===== config.mk =====
export PLATFORM = sky130hd
export DESIGN_NAME = source_address_census_table_core_flat
export DESIGN_NICKNAME = d
export VERILOG_FILES = /design/src/hw/rtl/sact_pkg.sv /design/src/hw/rtl/sact_frame_if.sv /design/src/hw/rtl/sact_result_if.sv /design/src/hw/rtl/sact_ram.sv /design/src/hw/rtl/source_address_census_table_core.sv /design/src/flat_wrapper.sv
export SDC_FILE = /design/constraint.sdc
export NUM_CORES = 2
export LEC_CHECK = 0
export BUFFER_PORTS_ARGS = -buffer_cell sky130_fd_sc_hd__buf_2
export CAP_MARGIN = 20
export CORE_MARGIN = 4
export CORE_UTILIZATION = 45
export DETAILED_ROUTE_END_ITERATION = 10
export GPL_TIMING_DRIVEN = 0
export SETUP_SLACK_MARGIN = 0.05
export SYNTH_ARGS = -nofsm -noshare
export SYNTH_HDL_FRONTEND = slang
export SYNTH_SLANG_ARGS = --single-unit

===== constraint.sdc =====
create_clock -name i_clk -period 4.72 [get_ports i_clk]
set_clock_uncertainty 0.2 [all_clocks]
set_input_delay 0.472 -clock i_clk [delete_from_list [all_inputs] [get_ports i_clk]]
set_output_delay 0.472 -clock i_clk [all_outputs]
set_load 0.1 [all_outputs]

===== src/hw/rtl/sact_pkg.sv =====
`default_nettype none

package sact_pkg;

    localparam int TABLE_SLOTS    = 24;
    localparam int RESERVED_SLOTS = 3;
    localparam int AMBIENT_SLOTS  = TABLE_SLOTS - RESERVED_SLOTS;

    localparam int ADDR_W  = 48;
    localparam int SIG_W   = 8;
    localparam int CNT_W   = 32;
    localparam int IDX_W   = 5;
    localparam int OUTC_W  = 2;
    localparam int HEARD_O = 5;

    localparam int SLOT_W  = $clog2(TABLE_SLOTS);
    localparam int AMB_AW  = (AMBIENT_SLOTS > 1) ? $clog2(AMBIENT_SLOTS) : 1;
    localparam int AMB_CW  = $clog2(AMBIENT_SLOTS + 1);
    localparam int HEARD_W = $clog2(TABLE_SLOTS + 1);
    localparam int SLOTD_W = SIG_W + CNT_W;

    localparam int BEACON_REGS = 3;
    localparam int CFG_IDX_W   = 2;

    localparam logic [CFG_IDX_W-1:0] CFG_BEACON_FIRST  = 2'd0;
    localparam logic [CFG_IDX_W-1:0] CFG_BEACON_SECOND = 2'd1;
    localparam logic [CFG_IDX_W-1:0] CFG_BEACON_THIRD  = 2'd2;

    typedef enum logic [OUTC_W-1:0] {
        OUT_UPDATED = 2'd0,
        OUT_CLAIMED = 2'd1,
        OUT_FULL    = 2'd2
    } t_outcome;

    typedef enum logic [2:0] {
        ST_IDLE,
        ST_SCAN,
        ST_READ,
        ST_UPD,
        ST_DONE
    } t_state;

endpackage

`default_nettype wire


===== src/hw/rtl/sact_frame_if.sv =====
`default_nettype none

interface sact_frame_if;
    import sact_pkg::*;

    logic                     valid;
    logic                     ready;
    logic        [ADDR_W-1:0] src_addr;
    logic signed [SIG_W-1:0]  signal_dbm;

    modport source (output valid, output src_addr, output signal_dbm, input ready);
    modport sink   (input valid, input src_addr, input signal_dbm, output ready);
endinterface

`default_nettype wire


===== src/hw/rtl/sact_result_if.sv =====
`default_nettype none

interface sact_result_if;
    import sact_pkg::*;

    logic                 valid;
    logic                 ready;
    logic [IDX_W-1:0]     slot_index;
    logic [OUTC_W-1:0]    outcome;
    logic [CNT_W-1:0]     frame_count;
    logic [HEARD_O-1:0]   heard_sources;
    logic                 overflow_seen;

    modport source (output valid, output slot_index, output outcome, output frame_count,
                    output heard_sources, output overflow_seen, input ready);
    modport sink   (input valid, input slot_index, input outcome, input frame_count,
                    input heard_sources, input overflow_seen, output ready);
endinterface

`default_nettype wire


===== src/hw/rtl/sact_ram.sv =====
`default_nettype none

module sact_ram #(
    parameter int WIDTH = 8,
    parameter int DEPTH = 16
) (
    input  wire logic                                         i_clk,
    input  wire logic                                         i_we,
    input  wire logic [((DEPTH > 1) ? $clog2(DEPTH) : 1)-1:0] i_waddr,
    input  wire logic [WIDTH-1:0]                             i_wdata,
    input  wire logic [((DEPTH > 1) ? $clog2(DEPTH) : 1)-1:0] i_raddr,
    output logic      [WIDTH-1:0]                             o_rdata
);

    logic [WIDTH-1:0] r_mem [DEPTH];
    logic [WIDTH-1:0] r_rdata;

    always_ff @(posedge i_clk) begin
        if (i_we) begin
            r_mem[i_waddr] <= i_wdata;
        end
        r_rdata <= r_mem[i_raddr];
    end

    assign o_rdata = r_rdata;

endmodule

`default_nettype wire


===== src/hw/rtl/source_address_census_table_core.sv =====
`default_nettype none

// Channel   Direction  Handshake      Contents
// i_frame   in         valid/ready    src_addr, signal_dbm
// o_result  out        valid/ready    slot_index, outcome, frame_count,
//                                     heard_sources, overflow_seen
// i_cfg_*   in         write enable   beacon address registers 0 to 2
//
// A word is handled by scanning the ambient address memory one entry per cycle
// through its single read port, then by one read-modify-write of slot data,
// which is skipped when the table is full. One word is in work at a time; the
// next word is taken once the result sits in the output register, even if that
// result is still stalled.
// Reset is synchronous and clears all used marks and counts at once.

module source_address_census_table_core (
    input  wire logic                               i_clk,
    input  wire logic                               i_rst_n,
    sact_frame_if.sink                              i_frame,
    sact_result_if.source                           o_result,
    input  wire logic                               i_cfg_we,
    input  wire logic [sact_pkg::CFG_IDX_W-1:0]     i_cfg_idx,
    input  wire logic [sact_pkg::ADDR_W-1:0]        i_cfg_data
);
    import sact_pkg::*;

    t_state                   r_state, n_state;
    logic [ADDR_W-1:0]        r_beacon [BEACON_REGS];
    logic [AMBIENT_SLOTS-1:0] r_used, n_used;
    logic [TABLE_SLOTS-1:0]   r_fvld, n_fvld;
    logic [HEARD_W-1:0]       r_heard, n_heard;
    logic                     r_full, n_full;
    logic                     r_hit, n_hit;
    logic                     r_free_vld, n_free_vld;
    logic                     r_rd_pend, n_rd_pend;
    logic [AMB_CW-1:0]        r_idx, n_idx;
    logic                     r_ovld, n_ovld;

    logic [ADDR_W-1:0]        r_addr, n_addr;
    logic [SIG_W-1:0]         r_sig, n_sig;
    logic [SLOT_W-1:0]        r_slot, n_slot;
    logic [AMB_AW-1:0]        r_rd_k, n_rd_k;
    logic [AMB_AW-1:0]        r_free_k, n_free_k;
    t_outcome                 r_outcome, n_outcome;
    logic [CNT_W-1:0]         r_count, n_count;
    logic [IDX_W-1:0]         r_o_slot, n_o_slot;
    t_outcome                 r_o_outcome, n_o_outcome;
    logic [CNT_W-1:0]         r_o_count, n_o_count;
    logic [HEARD_O-1:0]       r_o_heard, n_o_heard;
    logic                     r_o_full, n_o_full;

    logic                     b_hit;
    logic [SLOT_W-1:0]        b_slot;
    logic                     amb_we;
    logic [AMB_AW-1:0]        amb_raddr;
    logic [ADDR_W-1:0]        amb_rdata;
    logic                     fr_we;
    logic [SLOT_W-1:0]        fr_raddr;
    logic [SLOTD_W-1:0]       fr_wdata;
    logic [SLOTD_W-1:0]       fr_rdata;
    logic [CNT_W-1:0]         old_cnt;
    logic [CNT_W-1:0]         new_cnt;

    sact_ram #(.WIDTH(ADDR_W), .DEPTH(AMBIENT_SLOTS)) u_amb_ram (
        .i_clk   (i_clk),
        .i_we    (amb_we),
        .i_waddr (r_free_k),
        .i_wdata (r_addr),
        .i_raddr (amb_raddr),
        .o_rdata (amb_rdata)
    );

    sact_ram #(.WIDTH(SLOTD_W), .DEPTH(TABLE_SLOTS)) u_slot_ram (
        .i_clk   (i_clk),
        .i_we    (fr_we),
        .i_waddr (r_slot),
        .i_wdata (fr_wdata),
        .i_raddr (fr_raddr),
        .o_rdata (fr_rdata)
    );

    always_comb begin
        b_hit  = 1'b0;
        b_slot = '0;
        for (int i = RESERVED_SLOTS - 1; i >= 0; i--) begin
            if (r_beacon[i] == i_frame.src_addr) begin
                b_hit  = 1'b1;
                b_slot = SLOT_W'(i);
            end
        end
    end

    always_comb begin
        n_state     = r_state;
        n_used      = r_used;
        n_fvld      = r_fvld;
        n_heard     = r_heard;
        n_full      = r_full;
        n_hit       = r_hit;
        n_free_vld  = r_free_vld;
        n_rd_pend   = r_rd_pend;
        n_idx       = r_idx;
        n_ovld      = r_ovld;
        n_addr      = r_addr;
        n_sig       = r_sig;
        n_slot      = r_slot;
        n_rd_k      = r_rd_k;
        n_free_k    = r_free_k;
        n_outcome   = r_outcome;
        n_count     = r_count;
        n_o_slot    = r_o_slot;
        n_o_outcome = r_o_outcome;
        n_o_count   = r_o_count;
        n_o_heard   = r_o_heard;
        n_o_full    = r_o_full;
        i_frame.ready = 1'b0;
        amb_we      = 1'b0;
        amb_raddr   = r_idx[AMB_AW-1:0];
        fr_we       = 1'b0;
        fr_raddr    = r_slot;
        old_cnt     = r_fvld[r_slot] ? fr_rdata[CNT_W-1:0] : '0;
        new_cnt     = (r_outcome == OUT_CLAIMED) ? CNT_W'(1) : old_cnt + CNT_W'(1);
        fr_wdata    = {r_sig, new_cnt};

        if (r_ovld && o_result.ready) begin
            n_ovld = 1'b0;
        end

        unique case (r_state)
            ST_IDLE: begin
                i_frame.ready = i_rst_n;
                if (i_frame.valid) begin
                    n_addr     = i_frame.src_addr;
                    n_sig      = i_frame.signal_dbm;
                    n_hit      = b_hit;
                    n_slot     = b_slot;
                    n_free_vld = 1'b0;
                    n_idx      = '0;
                    n_rd_pend  = 1'b0;
                    n_state    = ST_SCAN;
                end
            end
            ST_SCAN: begin
                if (r_rd_pend) begin
                    if (r_used[r_rd_k]) begin
                        if (!r_hit && (amb_rdata == r_addr)) begin
                            n_hit  = 1'b1;
                            n_slot = SLOT_W'(r_rd_k) + SLOT_W'(RESERVED_SLOTS);
                        end
                    end else if (!r_free_vld) begin
                        n_free_vld = 1'b1;
                        n_free_k   = r_rd_k;
                    end
                end
                if (r_idx != AMB_CW'(AMBIENT_SLOTS)) begin
                    n_rd_pend = 1'b1;
                    n_rd_k    = r_idx[AMB_AW-1:0];
                    n_idx     = r_idx + AMB_CW'(1);
                end else begin
                    n_rd_pend = 1'b0;
                end
                if (!r_rd_pend && (r_idx == AMB_CW'(AMBIENT_SLOTS))) begin
                    if (r_hit) begin
                        n_outcome = OUT_UPDATED;
                        n_state   = ST_READ;
                    end else if (r_free_vld) begin
                        n_outcome = OUT_CLAIMED;
                        n_slot    = SLOT_W'(r_free_k) + SLOT_W'(RESERVED_SLOTS);
                        n_state   = ST_READ;
                    end else begin
                        n_outcome = OUT_FULL;
                        n_slot    = '0;
                        n_count   = '0;
                        n_full    = 1'b1;
                        n_state   = ST_DONE;
                    end
                end
            end
            ST_READ: begin
                n_state = ST_UPD;
            end
            ST_UPD: begin
                fr_we          = 1'b1;
                n_fvld[r_slot] = 1'b1;
                n_count        = new_cnt;
                if (r_outcome == OUT_CLAIMED) begin
                    amb_we           = 1'b1;
                    n_used[r_free_k] = 1'b1;
                    n_heard          = r_heard + HEARD_W'(1);
                end else if (old_cnt == '0) begin
                    n_heard = r_heard + HEARD_W'(1);
                end else if (new_cnt == '0) begin
                    n_heard = r_heard - HEARD_W'(1);
                end
                n_state = ST_DONE;
            end
            ST_DONE: begin
                if (!r_ovld || o_result.ready) begin
                    n_ovld      = 1'b1;
                    n_o_slot    = IDX_W'(r_slot);
                    n_o_outcome = r_outcome;
                    n_o_count   = r_count;
                    n_o_heard   = (32'(r_heard) > 32'd31) ? HEARD_O'(31) : HEARD_O'(r_heard);
                    n_o_full    = r_full;
                    n_state     = ST_IDLE;
                end
            end
            default: begin
                n_state = ST_IDLE;
            end
        endcase
    end

    always_ff @(posedge i_clk) begin
        if (!i_rst_n) begin
            r_state    <= ST_IDLE;
            r_used     <= '0;
            r_fvld     <= '0;
            r_heard    <= '0;
            r_full     <= 1'b0;
            r_hit      <= 1'b0;
            r_free_vld <= 1'b0;
            r_rd_pend  <= 1'b0;
            r_idx      <= '0;
            r_ovld     <= 1'b0;
            for (int i = 0; i < BEACON_REGS; i++) begin
                r_beacon[i] <= '0;
            end
        end else begin
            r_state    <= n_state;
            r_used     <= n_used;
            r_fvld     <= n_fvld;
            r_heard    <= n_heard;
            r_full     <= n_full;
            r_hit      <= n_hit;
            r_free_vld <= n_free_vld;
            r_rd_pend  <= n_rd_pend;
            r_idx      <= n_idx;
            r_ovld     <= n_ovld;
            if (i_cfg_we) begin
                unique case (i_cfg_idx)
                    CFG_BEACON_FIRST:  r_beacon[0] <= i_cfg_data;
                    CFG_BEACON_SECOND: r_beacon[1] <= i_cfg_data;
                    CFG_BEACON_THIRD:  r_beacon[2] <= i_cfg_data;
                    default: ;
                endcase
            end
        end
    end

    always_ff @(posedge i_clk) begin
        r_addr      <= n_addr;
        r_sig       <= n_sig;
        r_slot      <= n_slot;
        r_rd_k      <= n_rd_k;
        r_free_k    <= n_free_k;
        r_outcome   <= n_outcome;
        r_count     <= n_count;
        r_o_slot    <= n_o_slot;
        r_o_outcome <= n_o_outcome;
        r_o_count   <= n_o_count;
        r_o_heard   <= n_o_heard;
        r_o_full    <= n_o_full;
    end

    assign o_result.valid         = r_ovld;
    assign o_result.slot_index    = r_o_slot;
    assign o_result.outcome       = r_o_outcome;
    assign o_result.frame_count   = r_o_count;
    assign o_result.heard_sources = r_o_heard;
    assign o_result.overflow_seen = r_o_full;

    a_heard_bound: assert property (@(posedge i_clk) disable iff (!i_rst_n)
        32'(r_heard) <= 32'(TABLE_SLOTS))
        else $error("heard count exceeds table size");

    a_full_sticky: assert property (@(posedge i_clk) disable iff (!i_rst_n)
        r_full |=> r_full)
        else $error("overflow flag dropped");

    a_claim_free: assert property (@(posedge i_clk) disable iff (!i_rst_n)
        (r_state == ST_UPD && r_outcome == OUT_CLAIMED) |-> !r_used[r_free_k])
        else $error("claimed ambient slot already in use");

    a_full_result: assert property (@(posedge i_clk) disable iff (!i_rst_n)
        (r_state == ST_DONE && r_outcome == OUT_FULL) |-> (r_full && r_count == '0))
        else $error("full outcome without flag or with nonzero count");

endmodule

`default_nettype wire

===== src/flat_wrapper.sv =====
// flat-port wrapper written by rule: the top's interface ports become plain ports
module source_address_census_table_core_flat import sact_pkg::*;
  (i_clk, i_rst_n, i_cfg_we, i_cfg_idx, i_cfg_data, i_frame_valid, i_frame_src_addr, i_frame_signal_dbm, i_frame_ready, o_result_valid, o_result_slot_index, o_result_outcome, o_result_frame_count, o_result_heard_sources, o_result_overflow_seen, o_result_ready);
  sact_frame_if i_frame_i ();
  sact_result_if o_result_i ();
  input  wire logic i_clk;
  input  wire logic i_rst_n;
  input  wire logic i_cfg_we;
  input  wire logic [sact_pkg::CFG_IDX_W-1:0] i_cfg_idx;
  input  wire logic [sact_pkg::ADDR_W-1:0] i_cfg_data;
  input wire logic [$bits(i_frame_i.valid)-1:0] i_frame_valid;
  input wire logic [$bits(i_frame_i.src_addr)-1:0] i_frame_src_addr;
  input wire logic [$bits(i_frame_i.signal_dbm)-1:0] i_frame_signal_dbm;
  output wire logic [$bits(i_frame_i.ready)-1:0] i_frame_ready;
  output wire logic [$bits(o_result_i.valid)-1:0] o_result_valid;
  output wire logic [$bits(o_result_i.slot_index)-1:0] o_result_slot_index;
  output wire logic [$bits(o_result_i.outcome)-1:0] o_result_outcome;
  output wire logic [$bits(o_result_i.frame_count)-1:0] o_result_frame_count;
  output wire logic [$bits(o_result_i.heard_sources)-1:0] o_result_heard_sources;
  output wire logic [$bits(o_result_i.overflow_seen)-1:0] o_result_overflow_seen;
  input wire logic [$bits(o_result_i.ready)-1:0] o_result_ready;
  assign i_frame_i.valid = i_frame_valid;
  assign i_frame_i.src_addr = i_frame_src_addr;
  assign i_frame_i.signal_dbm = i_frame_signal_dbm;
  assign i_frame_ready = i_frame_i.ready;
  assign o_result_valid = o_result_i.valid;
  assign o_result_slot_index = o_result_i.slot_index;
  assign o_result_outcome = o_result_i.outcome;
  assign o_result_frame_count = o_result_i.frame_count;
  assign o_result_heard_sources = o_result_i.heard_sources;
  assign o_result_overflow_seen = o_result_i.overflow_seen;
  assign o_result_i.ready = o_result_ready;
  source_address_census_table_core u_core (.i_clk(i_clk), .i_rst_n(i_rst_n), .i_frame(i_frame_i), .o_result(o_result_i), .i_cfg_we(i_cfg_we), .i_cfg_idx(i_cfg_idx), .i_cfg_data(i_cfg_data));
endmodule

# [Yosys cells after proc, flatten, opt, wreduce, memory -nomap -nowiden]
# Memories as Yosys holds them, arrays and structs flattened. A register that Yosys moved wholly into a read port is not among the register bits.
# Cells that the tools add are included.
[totals] regBits=213 ramBits=2112 inputBits=111 memories=3
[mem_list] memory="u_core.u_amb_ram.r_mem" words=21 word_bits=48 read_ports=1 rd_clocked_by_memory_dff=1 wr=1 line_no="sact_ram.sv:15" text="logic [WIDTH-1:0] r_mem [DEPTH];"
[mem_list] memory="u_core.u_slot_ram.r_mem" words=24 word_bits=40 read_ports=1 rd_clocked_by_memory_dff=1 wr=1 line_no="sact_ram.sv:15"
[mem_list] memory="u_core.r_beacon" words=3 word_bits=48 read_ports=3 rd_clocked_by_memory_dff=0 wr=3 line_no="source_address_census_table_core.sv:28" text="logic [ADDR_W-1:0] r_beacon [BEACON_REGS];"
[classes] n_mux=79 n_addsub=6 n_eq_ne=23 n_reduce_logical=30 order_cmp=5 bitwise=8
[op_table] cell="$eq 48x48->1" count=4
[op_table] cell="$mux 32" count=5
[op_table] cell="$mux 48" count=3
[op_table] cell="$logic_not 32->1" count=2
[op_table] cell="$pmux 32 s2" count=1
[op_table] cell="$mux 5" count=12
[op_table] cell="$mux 1" count=39
[op_table] cell="$add 32x1->32 const B" count=1
[op_table] cell="$or 24x24->24" count=1
[op_table] cell="$or 21x21->21" count=1
[op_table] cell="$pmux 5 s2" count=2
[op_table] cell="$lt 5x6->1 const B" count=3
[op_table] cell="$reduce_and 4->1" count=4
[op_table] cell="$mux 3" count=5
[op_table] cell="$pmux 3 s5" count=1
[op_table] cell="$reduce_and 2->1" count=7
[op_table] cell="$ne 2x1->1 const B" count=6
[op_table] cell="$add 5x1->5 const B" count=2
[op_table] cell="$add 5x2->5 const B" count=2
[op_table] cell="$bmux 1 s5" count=2
[op_table] cell="$demux 1 s5" count=2
[op_table] cell="$ge 5x1->1 const B" count=2
[op_table] cell="$mux 2" count=4
[op_table] cell="$ne 2x2->1 const B" count=4
[op_table] cell="other kinds (20)" count=36

# [Longest topological paths before layout]
[depth] ltp_word=9 ltp_mapped=17 mapped_depth_nobuf=15

# [Modules after synthesis]
# From an unflattened synthesis, not the netlist that was laid out.
[unflattened] cells_unflattened=5284 hier_area_um2=93922.6
[by_module_without_submodules] module="sact_ram at u_core.u_amb_ram" instances=1 cells_per_inst=2125 area_each_um2=40063.4
[by_module_without_submodules] module="sact_ram at u_core.u_slot_ram" instances=1 cells_per_inst=1930 area_each_um2=37790.0
[by_module_without_submodules] module="source_address_census_table_core" instances=1 cells_per_inst=1229 area_each_um2=16069.2

# [Worst setup path before layout]
# No wires, ideal clock.
[synth_timing] path_kind="input to register" from="input i_cfg_idx[1] in the netlist's numbering" to="memory u_core.r_beacon[1][0], in the netlist u_core.r_beacon[0][48], enable pin" setup_slack_ns=-0.008 required_time_ns=4.000 arrival_ns=4.008 path_stages=2 path_cell_list="nand2b_1 > o21ai_0"
[synth_lines] element="start, declared" line_no="flat_wrapper.sv:9" text="input wire logic [sact_pkg::CFG_IDX_W-1:0] i_cfg_idx;"
[synth_lines] element="end, declared" line_no="source_address_census_table_core.sv:28"

# [Worst setup path after layout]
[layout_timing] from="register u_core.r_slot[0], in the netlist u_core.fr_raddr[0]" to="register u_core.r_heard[3]"
[layout_via] elab_chain_len=8
[layout_lines] element="start, declared" line_no="source_address_census_table_core.sv:41" text="logic [SLOT_W-1:0] r_slot, n_slot;"
[layout_lines] element="start signal, assigned" line_no="source_address_census_table_core.sv:254" text="r_slot <= n_slot;"
[layout_lines] element="$bmux 1 s5 (*)" line_no="source_address_census_table_core.sv:121" text="old_cnt = r_fvld[r_slot] ? fr_rdata[CNT_W-1:0] : '0;"
[layout_lines] element="$mux 1 (implied by the code) (*)" line_no="source_address_census_table_core.sv:121"
[layout_lines] element="$mux 32 (*)" line_no="source_address_census_table_core.sv:121"
[layout_lines] element="$add 32x1->32" line_no="source_address_census_table_core.sv:122" text="new_cnt = (r_outcome == OUT_CLAIMED) ? CNT_W'(1) : old_cnt + CNT_W'(1);"
[layout_lines] element="$mux 32" line_no="source_address_census_table_core.sv:122"
[layout_lines] element="$logic_not 32->1" line_no="source_address_census_table_core.sv:192" text="end else if (new_cnt == '0) begin"
[layout_lines] element="$reduce_bool 3->1 (no line)"
[layout_lines] element="$reduce_and 2->1 (no line)"
[layout_lines] element="end signal, assigned" line_no="source_address_census_table_core.sv:233" text="r_heard <= n_heard;"
[layout_lines] element="end, declared" line_no="source_address_census_table_core.sv:31" text="logic [HEARD_W-1:0] r_heard, n_heard;"
# Every way passes the cells marked *; elsewhere a longest branch is shown, timed or not. The select of a mux whose other input is x is not followed.
# A chain may end at the register's enable or synchronous reset.

==> summary.md <==
| Metric | Value |
|---|---|
| Ratio of cells with drive above 1 in the final layout | `0.2723` |
| Most area-consuming cells after synthesis | `edfxtp_1 74%, mux4_2 13%, dfxtp_1 3.4%` |
| CP Capture Type | `register` |
| Reg power frac | `0.517` |
| Die width | `439.7 um` |
| Final Max Tran Viols | `0` |
| Yosys cell types | `62` |
| Synth Flop Type | `edfxtp_1` |
| TritonRoute pass-1 iters | `6` |
| Syn_area_per_cell | `20.86 um^2` |
| Internal power | `33170 uW` |
| Compound-gate portion of the synthesized area | `0.01301` |
| Top Layer Used | `met5` |
| Placer congestion estimate | `0.8360` |
| Worst Max-Slew Pin Slew | `1.220 ns` |
| Yosys top cell area share | `0.7385` |
| Total CTS buffers | `217` |
| Routed length on met1 | `92040 um` |
| Synthesis Warnings | `0` |
| Cell row count | `158` |
| Sw Share | `0.2127` |
| Hold wc startpoint | `u_core.r_count[15]` |
| Worst reg2reg startpoint | `u_core.fr_raddr[0]` |
| Layout net count | `4801` |
| EDFF count, synth | `2062` |
| Placed Area | `90730 um^2` |
| Clk root buf | `clkbuf_16` |
| Post-synthesis mux area share | `0.1438` |
| Adder-cell share of the synthesized area | `0.001641` |
| Final setup vio count | `5` |
| Initial DRC count | `4756` |
| Fmax | `207.4 MHz` |
| Clk_lat worst skew | `0.84 ns` |
| Vias in the first global route | `43.35k` |
| Seq cells post-synth | `2205` |
| # DRC | `0` |
| CTS sink count | `2205` |
| Total chip power | `42130 uW` |
| Setup crit start | `u_core.fr_raddr[0]` |
| Peak VDD IR | `327.0 uV` |
| Fin. Hold Viols | `0` |
| Input/output buffers | `149` |
| GRT Total Usage | `0.2325` |
| WHS Endpoint | `u_core.o_result.frame_count[15]` |
| NetSw | `8962 uW` |
| Final period utilization | `1.021` |
| Met3 wire len | `16000 um` |
| Area Growth Syn to Fin | `19.28%` |
| Setup CP Type | `reg2reg` |
| Core area | `185400 um^2` |
| Comb pwr share | `0.059` |
| Cell family with the largest share of critical-path delay | `compound AO/OA/AOI/OAI gates` |
| Hold Path Stages | `0` |
| Crit Path Max Fanout | `6` |
| Global route overflow | `0` |
| CTS clock-pin slew for the worst setup and hold paths | `0.06 ns` |
| Depth of the CTS H-tree | `4` |
| Mapped Cells | `4020` |
| CP bufs+invs | `5` |
| Slowest cell on the critical path | `a2111o_2` |
| First-pass GRT wire length | `319100 um` |
| Seq. cell area | `64780 um^2` |
| Asr flop ratio synth | `0` |
| Setup ws final | `-0.1012 ns` |
| Post-Synth Simple-Gate Area | `0.03553` |
| Starting Density | `0.4522` |
| Seq/Total Area, Yosys | `0.7726` |
| Largest net degree at the start of global routing | `49` |
| Post-layout util | `0.5393` |
| Most common cell on crit path | `buf_6` |
| DR vias | `42.88k` |
| R2R Setup Slk | `-0.10 ns` |
| Largest family of logic cells by synthesized area | `multiplexers` |
| Startpoint types | `register` |
| Setup TNS | `-0.2461 ns` |
| CTS tree | `done` |
| Violated checks | `negative setup slack` |
| Net Count, Synth | `4142` |
| Mapped Area | `83850 um^2` |
| Fillers | `14.16k` |
| Die area | `193300 um^2` |
| Xor/xnor share of the synthesized area | `0.02392` |
| Worst path cell trace | `buf_6 -> buf_12 -> mux4_2 -> a32oi_4 -> nand3_4 -> and2_4 -> ha_4 -> nand4_1 -> buf_4 -> buf_6 -> buf_6 -> nor3_4 -> xnor2_2 -> nand4_1 -> a31o_2 -> or4_4 -> a2111o_2 -> a22oi_2 -> mux2i_1` |
| Worst reg2reg endpoint | `u_core.r_heard[3]` |
| Clock Path Buffers | `3` |
| DR vias/cell | `5.824` |
| DP Worst Slack | `-1.869 ns` |
| Rel. slew slack | `0.1864` |
| Hold Path Class | `reg2reg` |
| Final wirelength | `224300 um` |
| Area of the multi-input gates | `18930 um^2` |
| Delay of the slowest cell on the worst path | `0.56 ns` |
| Worst Path Arrival | `5.38 ns` |
| WP data required | `5.28 ns` |
| Worst R2R Path Depth | `19` |
| Final min period | `4.821 ns` |
| Final instance area | `100000 um^2` |
| Initial antenna violation count | `16` |
| Chip Height | `439.7 um` |
| RSZ-0062 raised after global routing | `true` |
| Routed length on met2 | `108300 um` |
| WL per Instance | `30.46 um` |
| Status | `complete, but fails checks` |
| Leak | `0.02975 uW` |
| Antenna-violating nets left | `0` |
| Largest area contributor in the netlist | `edfxtp_1` |
| Share of power burned in the clock network | `0.425` |
| Io pins | `158` |
| Max Cap Violations | `0` |
| HPWL after DPL | `149900 um` |
| Total power per unit cell area | `421.2 nW/um^2` |
==> cell usage after synthesis, drive strengths merged, types with 3 or more instances <==
cell    count
nor3b       4
edfxtp   2062
nor2b       3
o22a        7
ha         11
a31oi       4
or2         5
nand3b      7
xnor2     192
and2       53
nand4      63
or4         6
nor3       22
o21ai       6
buf        65
a21oi      59
nand2      69
xor2       37
nand2b      9
clkbuf    118
a22oi      66
mux2       33
a31o        3
o22ai       3
a211oi      3
nand3      57
inv        22
mux2i      60
and3        3
mux4      492
or3         3
nor4       25
nor2      282
dfxtp     143
==> cells in the final DEF, fill, tap and decap left out, types with 10 or more instances in the layout <==
master / count
a21oi_1: 57
a22oi_1: 64
and2_1: 51
buf_1: 48
buf_12: 56
buf_16: 33
buf_2: 158
buf_4: 54
buf_6: 17
buf_8: 35
bufinv_16: 25
clkbuf_1: 162
clkbuf_16: 229
clkbuf_8: 26
clkinv_1: 26
clkinv_2: 41
dfxtp_1: 143
dlygate4sd3_1: 100
edfxtp_1: 2062
ha_1: 10
inv_1: 20
mux2_2: 32
mux2i_1: 60
mux4_2: 492
nand2_1: 68
nand3_1: 54
nand4_1: 63
nor2_1: 233
nor2_4: 46
nor3_1: 20
nor4_1: 20
xnor2_1: 187
xor2_1: 37
==> worst max path at each step <==
stage	end	slack [ns]	depth (start not counted)
global placement	u_core.u_slot_ram.r_mem[23][14]	-3.19	5
detailed placement	u_core.r_heard[3]	-1.87	15
finish	u_core.r_heard[3]	-0.10	19
global route	u_core.r_heard[3]	-0.20	19
CTS	u_core.r_heard[3]	-0.15	17
floorplan	u_core.r_beacon[0][48]	-0.008	2
==> cell families after synthesis <==
family,count (synthesis)
flops,2205
simple gates,621
mux,585
xor+xnor,229
buf+inv,205
compound gates,164
fa+ha+maj,11
==> metal layers <==
metal	vias up	global-route usage
met2	1899	0.3712
met5	-	0
met1	22797	0.3293
met4	8	0.07657
li1	17768	-
met3	407	0.03813
==> final cells by class <==
type | count | area share
Clock inverter | 104 | 0.01183
Timing Repair Buffer | 440 | 0.04842
Buffer | 180 | 0.007731
Tap cell | 2480 | 0.03103
Sequential cell | 2205 | 0.6477
Inverter | 22 | 0.0008507
Multi-Input combinational cell | 1613 | 0.1893
Antenna cell | 9 | 0.0002252
Clock buffer | 310 | 0.06292
==> sequential cells by signal, summed over array words and instances (netlist names), 32 cells and up <==
register,cells
u_core.r_count,32
u_core.o_result.frame_count,32
u_core.r_beacon,144
u_core.u_slot_ram.o_rdata,32
u_core.r_addr,48
u_core.u_amb_ram.r_mem,1008
u_core.u_amb_ram.o_rdata,48
u_core.u_slot_ram.r_mem,768
==> power groups by stage <==
stage / Sequential (uW) / Clock (uW) / Combinational (uW)
global placement: 22200 / 0 / 2210
finish: 21800 / 17900 / 2470
CTS: 21800 / 18100 / 2450
global route: 21800 / 19000 / 2610
floorplan: 22100 / 0 / 1360
detailed placement: 22200 / 0 / 2320
==> timing repair <==
item | CTS | global route
buffers inserted | 31 | 9
pin swaps | 21 | 25
hold buffers | 100 | 0
hold endpoints to repair | 219 | 0
endpoints found under the setup margin | 970 | 199
gates resized for setup | 51 | 23
gates cloned | 1 | 2
==> metrics by stage <==
step	hold slack (ns)	instances
4_1_cts	0.1449	7334
2_1_floorplan	0.2003	4020
6_report	0.2133	7363
3_5_place_dp	0.2045	6791
5_1_grt	0.1809	7360
3_3_place_gp	0.2050	6649
No activity file was read; power rests on OpenSTA's default activity.
